==> src/hdl/lfb_pkg.sv <==
package lfb_pkg;

    typedef struct packed {
        logic [1:0] action;
        logic [3:0] row;
        logic [3:0] column;
        logic [7:0] red;
        logic [7:0] green;
        logic [7:0] blue;
    } in_t;

    typedef struct packed {
        logic       status;
        logic [7:0] out_green;
        logic [7:0] out_red;
        logic [7:0] out_blue;
        logic       last;
    } out_t;

    localparam logic [1:0] ACT_SET_PIXEL = 2'd0;
    localparam logic [1:0] ACT_SHOW      = 2'd1;
    localparam logic [1:0] ACT_CLEAR     = 2'd2;

    localparam logic [1:0] CFG_WIDTH      = 2'd0;
    localparam logic [1:0] CFG_HEIGHT     = 2'd1;
    localparam logic [1:0] CFG_BRIGHTNESS = 2'd2;

    localparam logic       STATUS_OK    = 1'b0;
    localparam logic       STATUS_RANGE = 1'b1;

    localparam logic [3:0] DIM_LIMIT  = 4'd8;
    localparam logic [8:0] FULL_SCALE = 9'd255;

    typedef enum logic [1:0] {
        ST_IDLE = 2'b01,
        ST_SHOW = 2'b10
    } state_t;

endpackage

==> src/hdl/led_frame_buffer_with_brightness.sv <==
// set_pixel and clear: one result, registered in the cycle after the transfer; one per cycle unless the output is held.
// show: pixels pass RAM read, multiply, divide/output; one pixel per cycle from the single
//   RAM read port unless the output is held; next item is taken once the last pixel is output.
// Reset: config to width 8, height 8, brightness 0; per-entry valid flops clear at
//   once, so the pixel store reads as zero with no clearing pass.
module led_frame_buffer_with_brightness #(
    parameter int PIXEL_DEPTH = 64,
    parameter int ROW_STRIDE  = 8
) (
    input  logic               clk,
    input  logic               rst_n,
    input  logic               cfg_we,
    input  logic [1:0]         cfg_index,
    input  logic [7:0]         cfg_wdata,
    input  logic               req_valid,
    output logic               req_ready,
    input  lfb_pkg::in_t       req,
    output logic               rsp_valid,
    input  logic               rsp_ready,
    output lfb_pkg::out_t      rsp
);

    localparam int AW = (PIXEL_DEPTH > 1) ? $clog2(PIXEL_DEPTH) : 1;
    localparam int CW = $clog2(PIXEL_DEPTH + 1);

    logic [3:0] width_reg;
    logic [3:0] height_reg;
    logic [7:0] bright_reg;

    lfb_pkg::state_t state_reg, state_next;
    logic [CW-1:0]   cnt_reg, cnt_next;
    logic [CW-1:0]   n_reg, n_next;
    logic [PIXEL_DEPTH-1:0] vld_reg, vld_next;

    logic v1_reg, last1_reg, ent1_reg;
    logic v2_reg, last2_reg;
    logic out_valid_reg;
    lfb_pkg::out_t out_reg;

    logic        adv, accept, issue, is_last;
    logic [3:0]  wc, hc;
    logic [6:0]  n_raw;
    logic [8:0]  n_full;
    logic [8:0]  idx;
    logic        bad;
    logic [23:0] rdata, pix;
    logic [7:0]  sc_g, sc_r, sc_b;

    always_ff @(posedge clk or negedge rst_n)
    begin
        if (!rst_n)
        begin
            width_reg  <= 4'd8;
            height_reg <= 4'd8;
            bright_reg <= 8'd0;
        end
        else if (cfg_we)
        begin
            case (cfg_index)
                lfb_pkg::CFG_WIDTH:      width_reg  <= cfg_wdata[3:0];
                lfb_pkg::CFG_HEIGHT:     height_reg <= cfg_wdata[3:0];
                lfb_pkg::CFG_BRIGHTNESS: bright_reg <= cfg_wdata;
                default:                 ;
            endcase
        end
    end

    always_comb
    begin
        wc     = (width_reg > lfb_pkg::DIM_LIMIT) ? lfb_pkg::DIM_LIMIT : width_reg;
        hc     = (height_reg > lfb_pkg::DIM_LIMIT) ? lfb_pkg::DIM_LIMIT : height_reg;
        n_raw  = 7'(wc) * 7'(hc);
        n_full = (9'(n_raw) > 9'(PIXEL_DEPTH)) ? 9'(PIXEL_DEPTH) : 9'(n_raw);
        idx    = 9'(req.row) * 9'(ROW_STRIDE) + 9'(req.column);
        bad    = (req.column >= wc) || (req.row >= hc) || (idx >= 9'(PIXEL_DEPTH));
    end

    // whole pipeline moves together; stalls only when the output is held
    assign adv       = !out_valid_reg || rsp_ready;
    assign req_ready = (state_reg == lfb_pkg::ST_IDLE) && !v1_reg && !v2_reg && adv;
    assign accept    = req_valid && req_ready;
    assign issue     = (state_reg == lfb_pkg::ST_SHOW) && adv;
    assign is_last   = (CW'(cnt_reg + CW'(1)) == n_reg);

    always_comb
    begin
        state_next = state_reg;
        cnt_next   = cnt_reg;
        n_next     = n_reg;
        vld_next   = vld_reg;
        if (accept)
        begin
            case (req.action)
                lfb_pkg::ACT_SET_PIXEL:
                begin
                    if (!bad)
                    begin
                        vld_next[idx[AW-1:0]] = 1'b1;
                    end
                end
                lfb_pkg::ACT_SHOW:
                begin
                    n_next   = CW'(n_full);
                    cnt_next = '0;
                    if (n_full != 9'd0)
                    begin
                        state_next = lfb_pkg::ST_SHOW;
                    end
                end
                lfb_pkg::ACT_CLEAR:
                begin
                    for (int i = 0; i < PIXEL_DEPTH; i++)
                    begin
                        if (9'(i) < n_full)
                        begin
                            vld_next[i] = 1'b0;
                        end
                    end
                end
                default: ;
            endcase
        end
        else if (issue)
        begin
            cnt_next = CW'(cnt_reg + CW'(1));
            if (is_last)
            begin
                state_next = lfb_pkg::ST_IDLE;
            end
        end
    end

    always_ff @(posedge clk or negedge rst_n)
    begin
        if (!rst_n)
        begin
            state_reg     <= lfb_pkg::ST_IDLE;
            cnt_reg       <= '0;
            n_reg         <= '0;
            vld_reg       <= '0;
            v1_reg        <= 1'b0;
            v2_reg        <= 1'b0;
            out_valid_reg <= 1'b0;
        end
        else
        begin
            state_reg <= state_next;
            cnt_reg   <= cnt_next;
            n_reg     <= n_next;
            vld_reg   <= vld_next;
            if (adv)
            begin
                v1_reg        <= issue;
                v2_reg        <= v1_reg;
                out_valid_reg <= v2_reg || (accept && (req.action == lfb_pkg::ACT_SET_PIXEL
                                                    || req.action == lfb_pkg::ACT_CLEAR));
            end
        end
    end

    always_ff @(posedge clk)
    begin
        if (adv)
        begin
            last1_reg <= is_last;
            ent1_reg  <= vld_reg[cnt_reg[AW-1:0]];
            last2_reg <= last1_reg;
            if (v2_reg)
            begin
                out_reg <= '{status: lfb_pkg::STATUS_OK, out_green: sc_g, out_red: sc_r,
                             out_blue: sc_b, last: last2_reg};
            end
            else
            begin
                out_reg <= '{status: bad && (req.action == lfb_pkg::ACT_SET_PIXEL),
                             out_green: 8'd0, out_red: 8'd0, out_blue: 8'd0, last: 1'b1};
            end
        end
    end

    // writes happen only at a transfer in idle, reads only while showing: no overlap
    lfb_ram #(
        .WIDTH (24),
        .DEPTH (PIXEL_DEPTH)
    ) u_store (
        .clk   (clk),
        .we    (accept && (req.action == lfb_pkg::ACT_SET_PIXEL) && !bad),
        .waddr (idx[AW-1:0]),
        .wdata ({req.red, req.green, req.blue}),
        .re    (issue),
        .raddr (cnt_reg[AW-1:0]),
        .rdata (rdata)
    );

    // never-written or cleared entries read as black
    assign pix = ent1_reg ? rdata : 24'd0;

    lfb_scale u_scale_g (
        .clk        (clk),
        .en         (adv),
        .channel    (pix[15:8]),
        .brightness (bright_reg),
        .scaled     (sc_g)
    );

    lfb_scale u_scale_r (
        .clk        (clk),
        .en         (adv),
        .channel    (pix[23:16]),
        .brightness (bright_reg),
        .scaled     (sc_r)
    );

    lfb_scale u_scale_b (
        .clk        (clk),
        .en         (adv),
        .channel    (pix[7:0]),
        .brightness (bright_reg),
        .scaled     (sc_b)
    );

    assign rsp_valid = out_valid_reg;
    assign rsp       = out_reg;

endmodule

==> src/hdl/lfb_ram.sv <==
module lfb_ram #(
    parameter int WIDTH = 24,
    parameter int DEPTH = 64,
    parameter int AW    = (DEPTH > 1) ? $clog2(DEPTH) : 1
) (
    input  logic             clk,
    input  logic             we,
    input  logic [AW-1:0]    waddr,
    input  logic [WIDTH-1:0] wdata,
    input  logic             re,
    input  logic [AW-1:0]    raddr,
    output logic [WIDTH-1:0] rdata
);

    logic [WIDTH-1:0] mem [DEPTH];

    always_ff @(posedge clk)
    begin
        if (we)
        begin
            mem[waddr] <= wdata;
        end
        if (re)
        begin
            rdata <= mem[raddr];
        end
    end

endmodule

==> src/hdl/lfb_scale.sv <==
// One colour channel: floor(channel * brightness / 255).
// Product is registered; the divide by 255 is x>>8 plus one correction step.
module lfb_scale (
    input  logic       clk,
    input  logic       en,
    input  logic [7:0] channel,
    input  logic [7:0] brightness,
    output logic [7:0] scaled
);

    logic [15:0] prod_reg;
    logic [7:0]  quot;
    logic [8:0]  rem;

    always_ff @(posedge clk)
    begin
        if (en)
        begin
            prod_reg <= 16'(channel) * 16'(brightness);
        end
    end

    // x/256 undershoots x/255 by less than one; remainder stays below 2*255
    always_comb
    begin
        quot   = prod_reg[15:8];
        rem    = {1'b0, prod_reg[7:0]} + {1'b0, quot};
        scaled = (rem >= lfb_pkg::FULL_SCALE) ? 8'(quot + 8'd1) : quot;
    end

endmodule

==> config.mk <==
export PLATFORM = sky130hd
export DESIGN_NAME = led_frame_buffer_with_brightness
export DESIGN_NICKNAME = d
export VERILOG_FILES = /design/src/hdl/lfb_pkg.sv /design/src/hdl/led_frame_buffer_with_brightness.sv /design/src/hdl/lfb_ram.sv /design/src/hdl/lfb_scale.sv
export SDC_FILE = /design/constraint.sdc
export NUM_CORES = 2
export LEC_CHECK = 0
export BUFFER_PORTS_ARGS = -buffer_cell sky130_fd_sc_hd__buf_2
export CORE_ASPECT_RATIO = 0.75
export CORE_MARGIN = 2
export CORE_UTILIZATION = 40
export CTS_CLUSTER_SIZE = 30
export DETAILED_ROUTE_END_ITERATION = 10
export GPL_TIMING_DRIVEN = 0
export SETUP_SLACK_MARGIN = 0.3
export SKIP_LAST_GASP = 1
export SLEW_MARGIN = 20
export SYNTH_ARGS = -nofsm -noshare
export SYNTH_HDL_FRONTEND = slang
export SYNTH_SLANG_ARGS = --single-unit
export TNS_END_PERCENT = 10
==> constraint.sdc <==
create_clock -name clk -period 15.6 [get_ports clk]
set_clock_uncertainty 0.2 [all_clocks]
set_input_delay 0.78 -clock clk [delete_from_list [all_inputs] [get_ports clk]]
set_output_delay 0.78 -clock clk [all_outputs]
set_load 0.02 [all_outputs]
### Word level (Yosys, flattened, before mapping)

Memories as Yosys holds them, arrays and structs flattened. A register that Yosys moved wholly into a read port is not among the register bits.
Cells that the tools add are included.

| storage, ports and cells | value |
|---|---|
| bits in registers | 176 |
| latch bits | 0 |
| memory bits (writable) | 1536 |
| memory bits (read-only) | 0 |
| output and inout bits | 28 |
| word-level logic and storage cells | 430 |
| memories kept | 1 |

| operators by class | value |
|---|---|
| add/subtract/negate cells | 8 |
| multipliers | 4 |
| divide/modulo/power cells | 0 |
| $lt $le $gt $ge | 76 |
| eq/ne operators | 74 |
| shifts and indexed selects | 0 |
| muxes and demuxes | 87 |
| bitwise gates (word level) | 1 |
| reductions and logical operators | 95 |

Memories:

| memory | depth | width | rd ports | clocked after memory_dff | write ports | line | text |
|---|---|---|---|---|---|---|---|
| u_store.mem | 64 | 24 | 1 | 1 | 1 | lfb_ram.sv:15 | `logic [WIDTH-1:0] mem [DEPTH];` |

Operators with widths:

| cell | count |
|---|---|
| $reduce_and A4 Y1 | 65 |
| $lt A6 B7 Y1 const A | 32 |
| $ne A2 B2 Y1 const B | 65 |
| $pmux W64 S2 | 1 |
| $lt A5 B7 Y1 const A | 16 |
| $mux W1 | 68 |
| $mux W64 | 1 |
| $or A64 B64 Y64 | 1 |
| $lt A4 B7 Y1 const A | 8 |
| $mul A8 B8 Y16 | 3 |
| $lt A3 B7 Y1 const A | 4 |
| $mux W7 | 4 |
| $add A8 B8 Y9 | 3 |
| $ge A9 B8 Y1 const B | 3 |
| $add A8 B1 Y8 const B | 3 |
| $mux W24 | 1 |
| $mux W8 | 3 |
| $lt A1 B7 Y1 const A | 2 |
| $lt A2 B7 Y1 const A | 2 |
| $lt A6 B7 Y1 const B | 2 |
| $logic_and A1 B1 Y1 | 10 |
| $mux W2 | 5 |
| $reduce_and A2 Y1 | 5 |
| $reduce_bool A9 Y1 | 1 |
| 19 further kinds | 37 |

### Longest topological paths before layout

| depth | value |
|---|---|
| depth in word-level cells | 9 |
| gate-level depth with buffers | 20 |
| mapped depth without buffers | 17 |

### Modules after synthesis

From an unflattened synthesis, not the netlist that was laid out.

| second synthesis, totals | value |
|---|---|
| cell total of the unflattened synthesis | 4320 |
| area, all modules | 76355.7 um2 |

By module, submodules not included:

| module | times used | cells an instance | area each (um2) | sequential area each (um2) |
|---|---|---|---|---|
| lfb_ram | 1 | 2611 | 59570.9 | 46844.9 |
| led_frame_buffer_with_brightness | 1 | 738 | 7479.7 | 3352.0 |
| lfb_scale (u_scale_r) | 1 | 362 | 3325.7 | 480.5 |
| lfb_scale (u_scale_b) | 1 | 303 | 3017.9 | 480.5 |
| lfb_scale (u_scale_g) | 1 | 306 | 2961.6 | 480.5 |

### Least setup slack after synthesis

No wires, ideal clock.

| timing path | value |
|---|---|
| path kind | in2reg |
| from | input rsp_ready |
| to | memory u_store.mem[24][0], enable pin |
| setup time | 405 ps |
| data arrival time | 5460 ps |
| data required time | 14995 ps |
| path slack | 9535 ps |
| stages on the path | 8 |
| path buffers | 2 |
| cells stage by stage | nand2b_1 clkbuf_1 nand4_1 nor2_2 nand3_1 or2_2 clkbuf_1 nor2_1 |

| on the way | value |
|---|---|
| word-level cells in the longest chain between the ends | 7 |

RTL lines:

| what | line | text |
|---|---|---|
| start, declared | led_frame_buffer_with_brightness.sv:19 | `input logic rsp_ready,` |
| $logic_or A1 B1 Y1 | led_frame_buffer_with_brightness.sv:79 | `assign adv = !out_valid_reg \|\| rsp_ready;` |
| $logic_and A1 B1 Y1 | led_frame_buffer_with_brightness.sv:80 | `assign req_ready = (state_reg == lfb_pkg::ST_IDLE) && !v1_reg && !v2_reg && adv;` |
| $logic_and A1 B1 Y1 | led_frame_buffer_with_brightness.sv:81 | `assign accept = req_valid && req_ready;` |
| $logic_and A1 B1 Y1 (2 in series) | led_frame_buffer_with_brightness.sv:187 | `.we (accept && (req.action == lfb_pkg::ACT_SET_PIXEL) && !bad),` |
| $mux W1 | lfb_ram.sv:19 | `if (we)` |
| $mux W1 (not written as such) | lfb_ram.sv:21 | `mem[waddr] <= wdata;` |
| end, declared | lfb_ram.sv:15 |  |

No other way between the ends.

### Final worst setup path

| timing path | value |
|---|---|
| from | register ent1_reg |
| to | register u_scale_r.prod_reg[15] (data pin) |

| on the way | value |
|---|---|
| word-level cells in the longest chain between the ends | 2 |

RTL lines:

| what | line | text |
|---|---|---|
| start, declared | led_frame_buffer_with_brightness.sv:35 | `logic v1_reg, last1_reg, ent1_reg;` |
| start signal, assigned | led_frame_buffer_with_brightness.sv:166 | `ent1_reg <= vld_reg[cnt_reg[AW-1:0]];` |
| $mux W24 | led_frame_buffer_with_brightness.sv:196 | `assign pix = ent1_reg ? rdata : 24'd0;` |
| $mul A8 B8 Y16 | lfb_scale.sv:19 | `prod_reg <= 16'(channel) * 16'(brightness);` |
| end signal, assigned | lfb_scale.sv:19 |  |
| end, declared | lfb_scale.sv:11 | `logic [15:0] prod_reg;` |

No other way between the ends.
A chain may end at the register's enable or synchronous reset.

==> out/metrics.yaml <==
detailed_routing:
  vias_per_cell: 5.85
  wl_per_cell_um: 30.1
  drc_errors: 0
  drt-initial-drc-count: 5763
  ant_nets: 0
  drt-total-wl_mm: 208
  firstDrtPassIters: 8
  vias: 40400
timing:
  max_clock_freq_mhz: 155
  finalMaxSlewViolations: 0
  tns_ps: 0
  finalSetupViolations: 0
  fin_crit_ps: 6460
  finalCritPeriodShare_pct: 41.4
  slew_headroom_pct: 17.8
  rsz0062_at_grt: "false"
  holdWs_ps: 67.7
  hold_viol: 0
  tightest_slew_ps: 1230
logic_synthesis:
  seq_area_frac_synth_pct: 68.7
  synth_fa_ha_area_share_pct: 5.66
  synth-simple-area-share_pct: 4.27
  synth_compound_area_share_pct: 2.42
  yosys_warnings: 0
  synthDistinctLibCells: 75
  synthMuxAreaShare_pct: 16.0
  synth-main-ff-cell: "edfxtp_1"
  syn_area_um2: 75200
  avgSynthCellArea_um2: 19.0
  synth_top_family_by_area: "multiplexers"
  synth.ff_latch_count: 1736
  syn_inst: 3949
  synth_edf_count: 1637
  synthXorXnorAreaFrac_pct: 0.963
  async_flop_share_pct: 5.70
  synth_fp_nets: 4269
final_layout:
  largest_reg_flops: 1536
  area_growth_syn_to_layout_pct: 15.0
  finalNonFillerCells: 6914
  layout_commonest_cell: "edfxtp_1"
  drive_above_1_share_pct: 24.3
  multi_input_area_um2: 22600
  final_cell_mix: "edfxtp_1 (1,637), mux4_2 (525), inv_1 (174), clkbuf_16 (171), clkbuf_1 (158)"
  num-fill-cells: 15600
  seqCellArea_um2: 51600
  nets: 4592
run:
  drv_cap: 0
min_path:
  hp-start: "cfg_wdata[0]"
  min_path_type: "in -> reg"
critical_path:
  crit_start: "ent1_reg$_DFFE_PN_"
  start_kind: "flip-flop"
  critPathCaptureType: "flip-flop"
  r2r-start: "ent1_reg$_DFFE_PN_"
  crit_arrival_ps: 6800
  cp_max_fo: 10
  critPathRequiredTime_ps: 15940
  criticalPathCategory: "reg -> reg"
clocking:
  clkTransAtPathRegs_ps: 60
  ctsHoldBuffers: 8
  clockBufferDepth: 3
  insertion_delay_ps: 820
  cts_made_buffers: 167
  root_buffer: "clkbuf_16"
  cts_tree: "built"
  clock-sinks: 1736
  cts_resized: 0
  post_cts_buffers: 0
  htree_num_levels: 4
global_route:
  grt_pass1_vias: 39800
  gr-total-overflow: 0
  grt_first_pass_wirelength_mm: 298
  track_usage_pct: 21.9
  grt_max_degree: 65
  antenna_found_initial: 12
die:
  io_pins: 77
  die-area_um2: 191000
  start_util_pct: 40.4
  die_h_um: 379
  core_area_um2: 186000
  rows: 137
  die_w_um: 505
power:
  p_clk_share_pct: 31.0
  p_leak_uw: 0.0290
  combPwrFrac_pct: 27.5
  switchingPower_uw: 4070
  power.density_nw_per_um2: 151
  p_sw_share_pct: 31.1
  irDropWorstVdd_uv: 139
  power_frac_seq_pct: 41.6
  p_int_uw: 9020
placement:
  hpwl_mm: 143
  place.gp.congestion: 0.884
  portBuffers: 76
  dp.cells: 6597
status:
  status: "complete, no violations"
==> cells in the mapped netlist (4+ instances only) <==
master | count | area share, %
edfxtp_1 | 1637 | 65
mux4_2 | 525 | 16
inv_1 | 175 | 0.87
ha_1 | 156 | 2.6
nor2_1 | 154 | 0.77
nand2_1 | 146 | 0.73
and3_1 | 126 | 1.0
clkbuf_1 | 123 | 0.61
fa_1 | 115 | 3.1
a21oi_1 | 113 | 0.75
dfrtp_1 | 96 | 3.2
nand3_1 | 74 | 0.49
xnor2_1 | 60 | 0.70
o21ai_0 | 54 | 0.36
nor3_1 | 36 | 0.24
buf_2 | 34 | 0.23
buf_1 | 26 | 0.13
a31oi_1 | 25 | 0.21
nor2b_1 | 19 | 0.16
xor2_1 | 19 | 0.22
and2_1 | 18 | 0.15
nand2b_1 | 17 | 0.14
a211oi_1 | 16 | 0.16
mux2_2 | 15 | 0.22
nand4_1 | 14 | 0.12
o21a_1 | 13 | 0.13
or3_1 | 12 | 0.10
a21o_1 | 11 | 0.11
o21ai_1 | 10 | 0.067
nor3b_1 | 8 | 0.080
o211ai_1 | 7 | 0.070
a2bb2oi_1 | 6 | 0.070
buf_4 | 6 | 0.060
mux2i_1 | 6 | 0.080
nand3b_1 | 6 | 0.060
nor4_1 | 6 | 0.050
a2111oi_0 | 4 | 0.047
buf_6 | 4 | 0.060
o22a_1 | 4 | 0.047
o31a_1 | 4 | 0.047
==> cells by family after synthesis <==
group | count (synthesis)
xor gates and xnor gates | 81
adders and majority gates | 271
AOI/OAI and AO/OA | 297
buffers and inverters | 369
muxes | 547
DFF | 1736
and+or+nand+nor | 648
==> per-stage QoR <==
stage	setup slack, ps	util, %	cell area [um^2]	power [uW]
finish	9140	46.4	86500	13100
global route	8690	46.4	86500	13600
CTS	9120	46.4	86400	13200
detailed placement	9140	43.4	80900	9130
global placement	5990	42.2	78700	9090
floorplan	9540	-	75200	7750
==> path summary, 6_finish.rpt <==
| kind | cells past startpoint | end | slack [ps] |
|---|---|---|---|
| min in group asynchronous | 2 | height_reg[1]$_DFFE_PN0P_ | 300 |
| worst min register to register | 0 | last2_reg$_DFFE_PN_ | 230 |
| worst min-delay path | 2 | height_reg[0]$_DFFE_PN0P_ | 70 |
| worst max-delay path | 17 | u_scale_r.prod_reg[15]$_DFFE_PN_ | 9140 |
| max in group asynchronous | 3 | vld_reg[25]$_DFFE_PN0P_ | 14200 |
| worst max register to register | 17 | u_scale_r.prod_reg[15]$_DFFE_PN_ | 9140 |
==> routing by layer <==
| metal | part of all wire (%) | track usage [%] | up-vias |
|---|---|---|---|
| met5 | 0.013 | 0 | - |
| met1 | 45 | 34.2 | 21400 |
| met3 | 11 | 5.74 | 262 |
| met4 | 2.3 | 5.22 | 4 |
| met2 | 42 | 30.3 | 2231 |
| li1 | - | - | 16500 |
==> final cells by class <==
cell class / instances / share of cell area, %
flip-flops and latches: 1736 / 59.7
multi-input cells: 1844 / 26.1
clock buffers: 228 / 5.28
well taps: 2502 / 3.62
repair buffers: 154 / 2.54
plain buffers: 193 / 0.987
clock inverters: 77 / 0.985
inverters: 176 / 0.764
diodes: 4 / 0.0116
==> critical path: stages, from the launching register on <==
cell and delay [ps]:
edfxtp_1 310, clkbuf_1 420, clkbuf_1 440, clkbuf_1 460
nand3_1 190, fa_1 540, fa_1 550, inv_1 60
fa_1 500, fa_1 530, ha_1 370, o21a_1 120
o31a_1 130, o211ai_1 250, a21oi_1 100, a2111oi_0 660
a21oi_1 180, xnor2_1 180
==> power by group through the flow <==
| stage | clock, uW | combinational [uW] | sequential [uW] |
|---|---|---|---|
| 3_5_place_dp | 0 | 3590 | 5530 |
| 5_1_grt | 4300 | 3840 | 5450 |
| 3_3_place_gp | 0 | 3550 | 5540 |
| 2_1_floorplan | 0 | 2250 | 5490 |
| 6_report | 4050 | 3600 | 5440 |
| 4_1_cts | 4110 | 3610 | 5440 |
(Power assumes the default switching activity.)
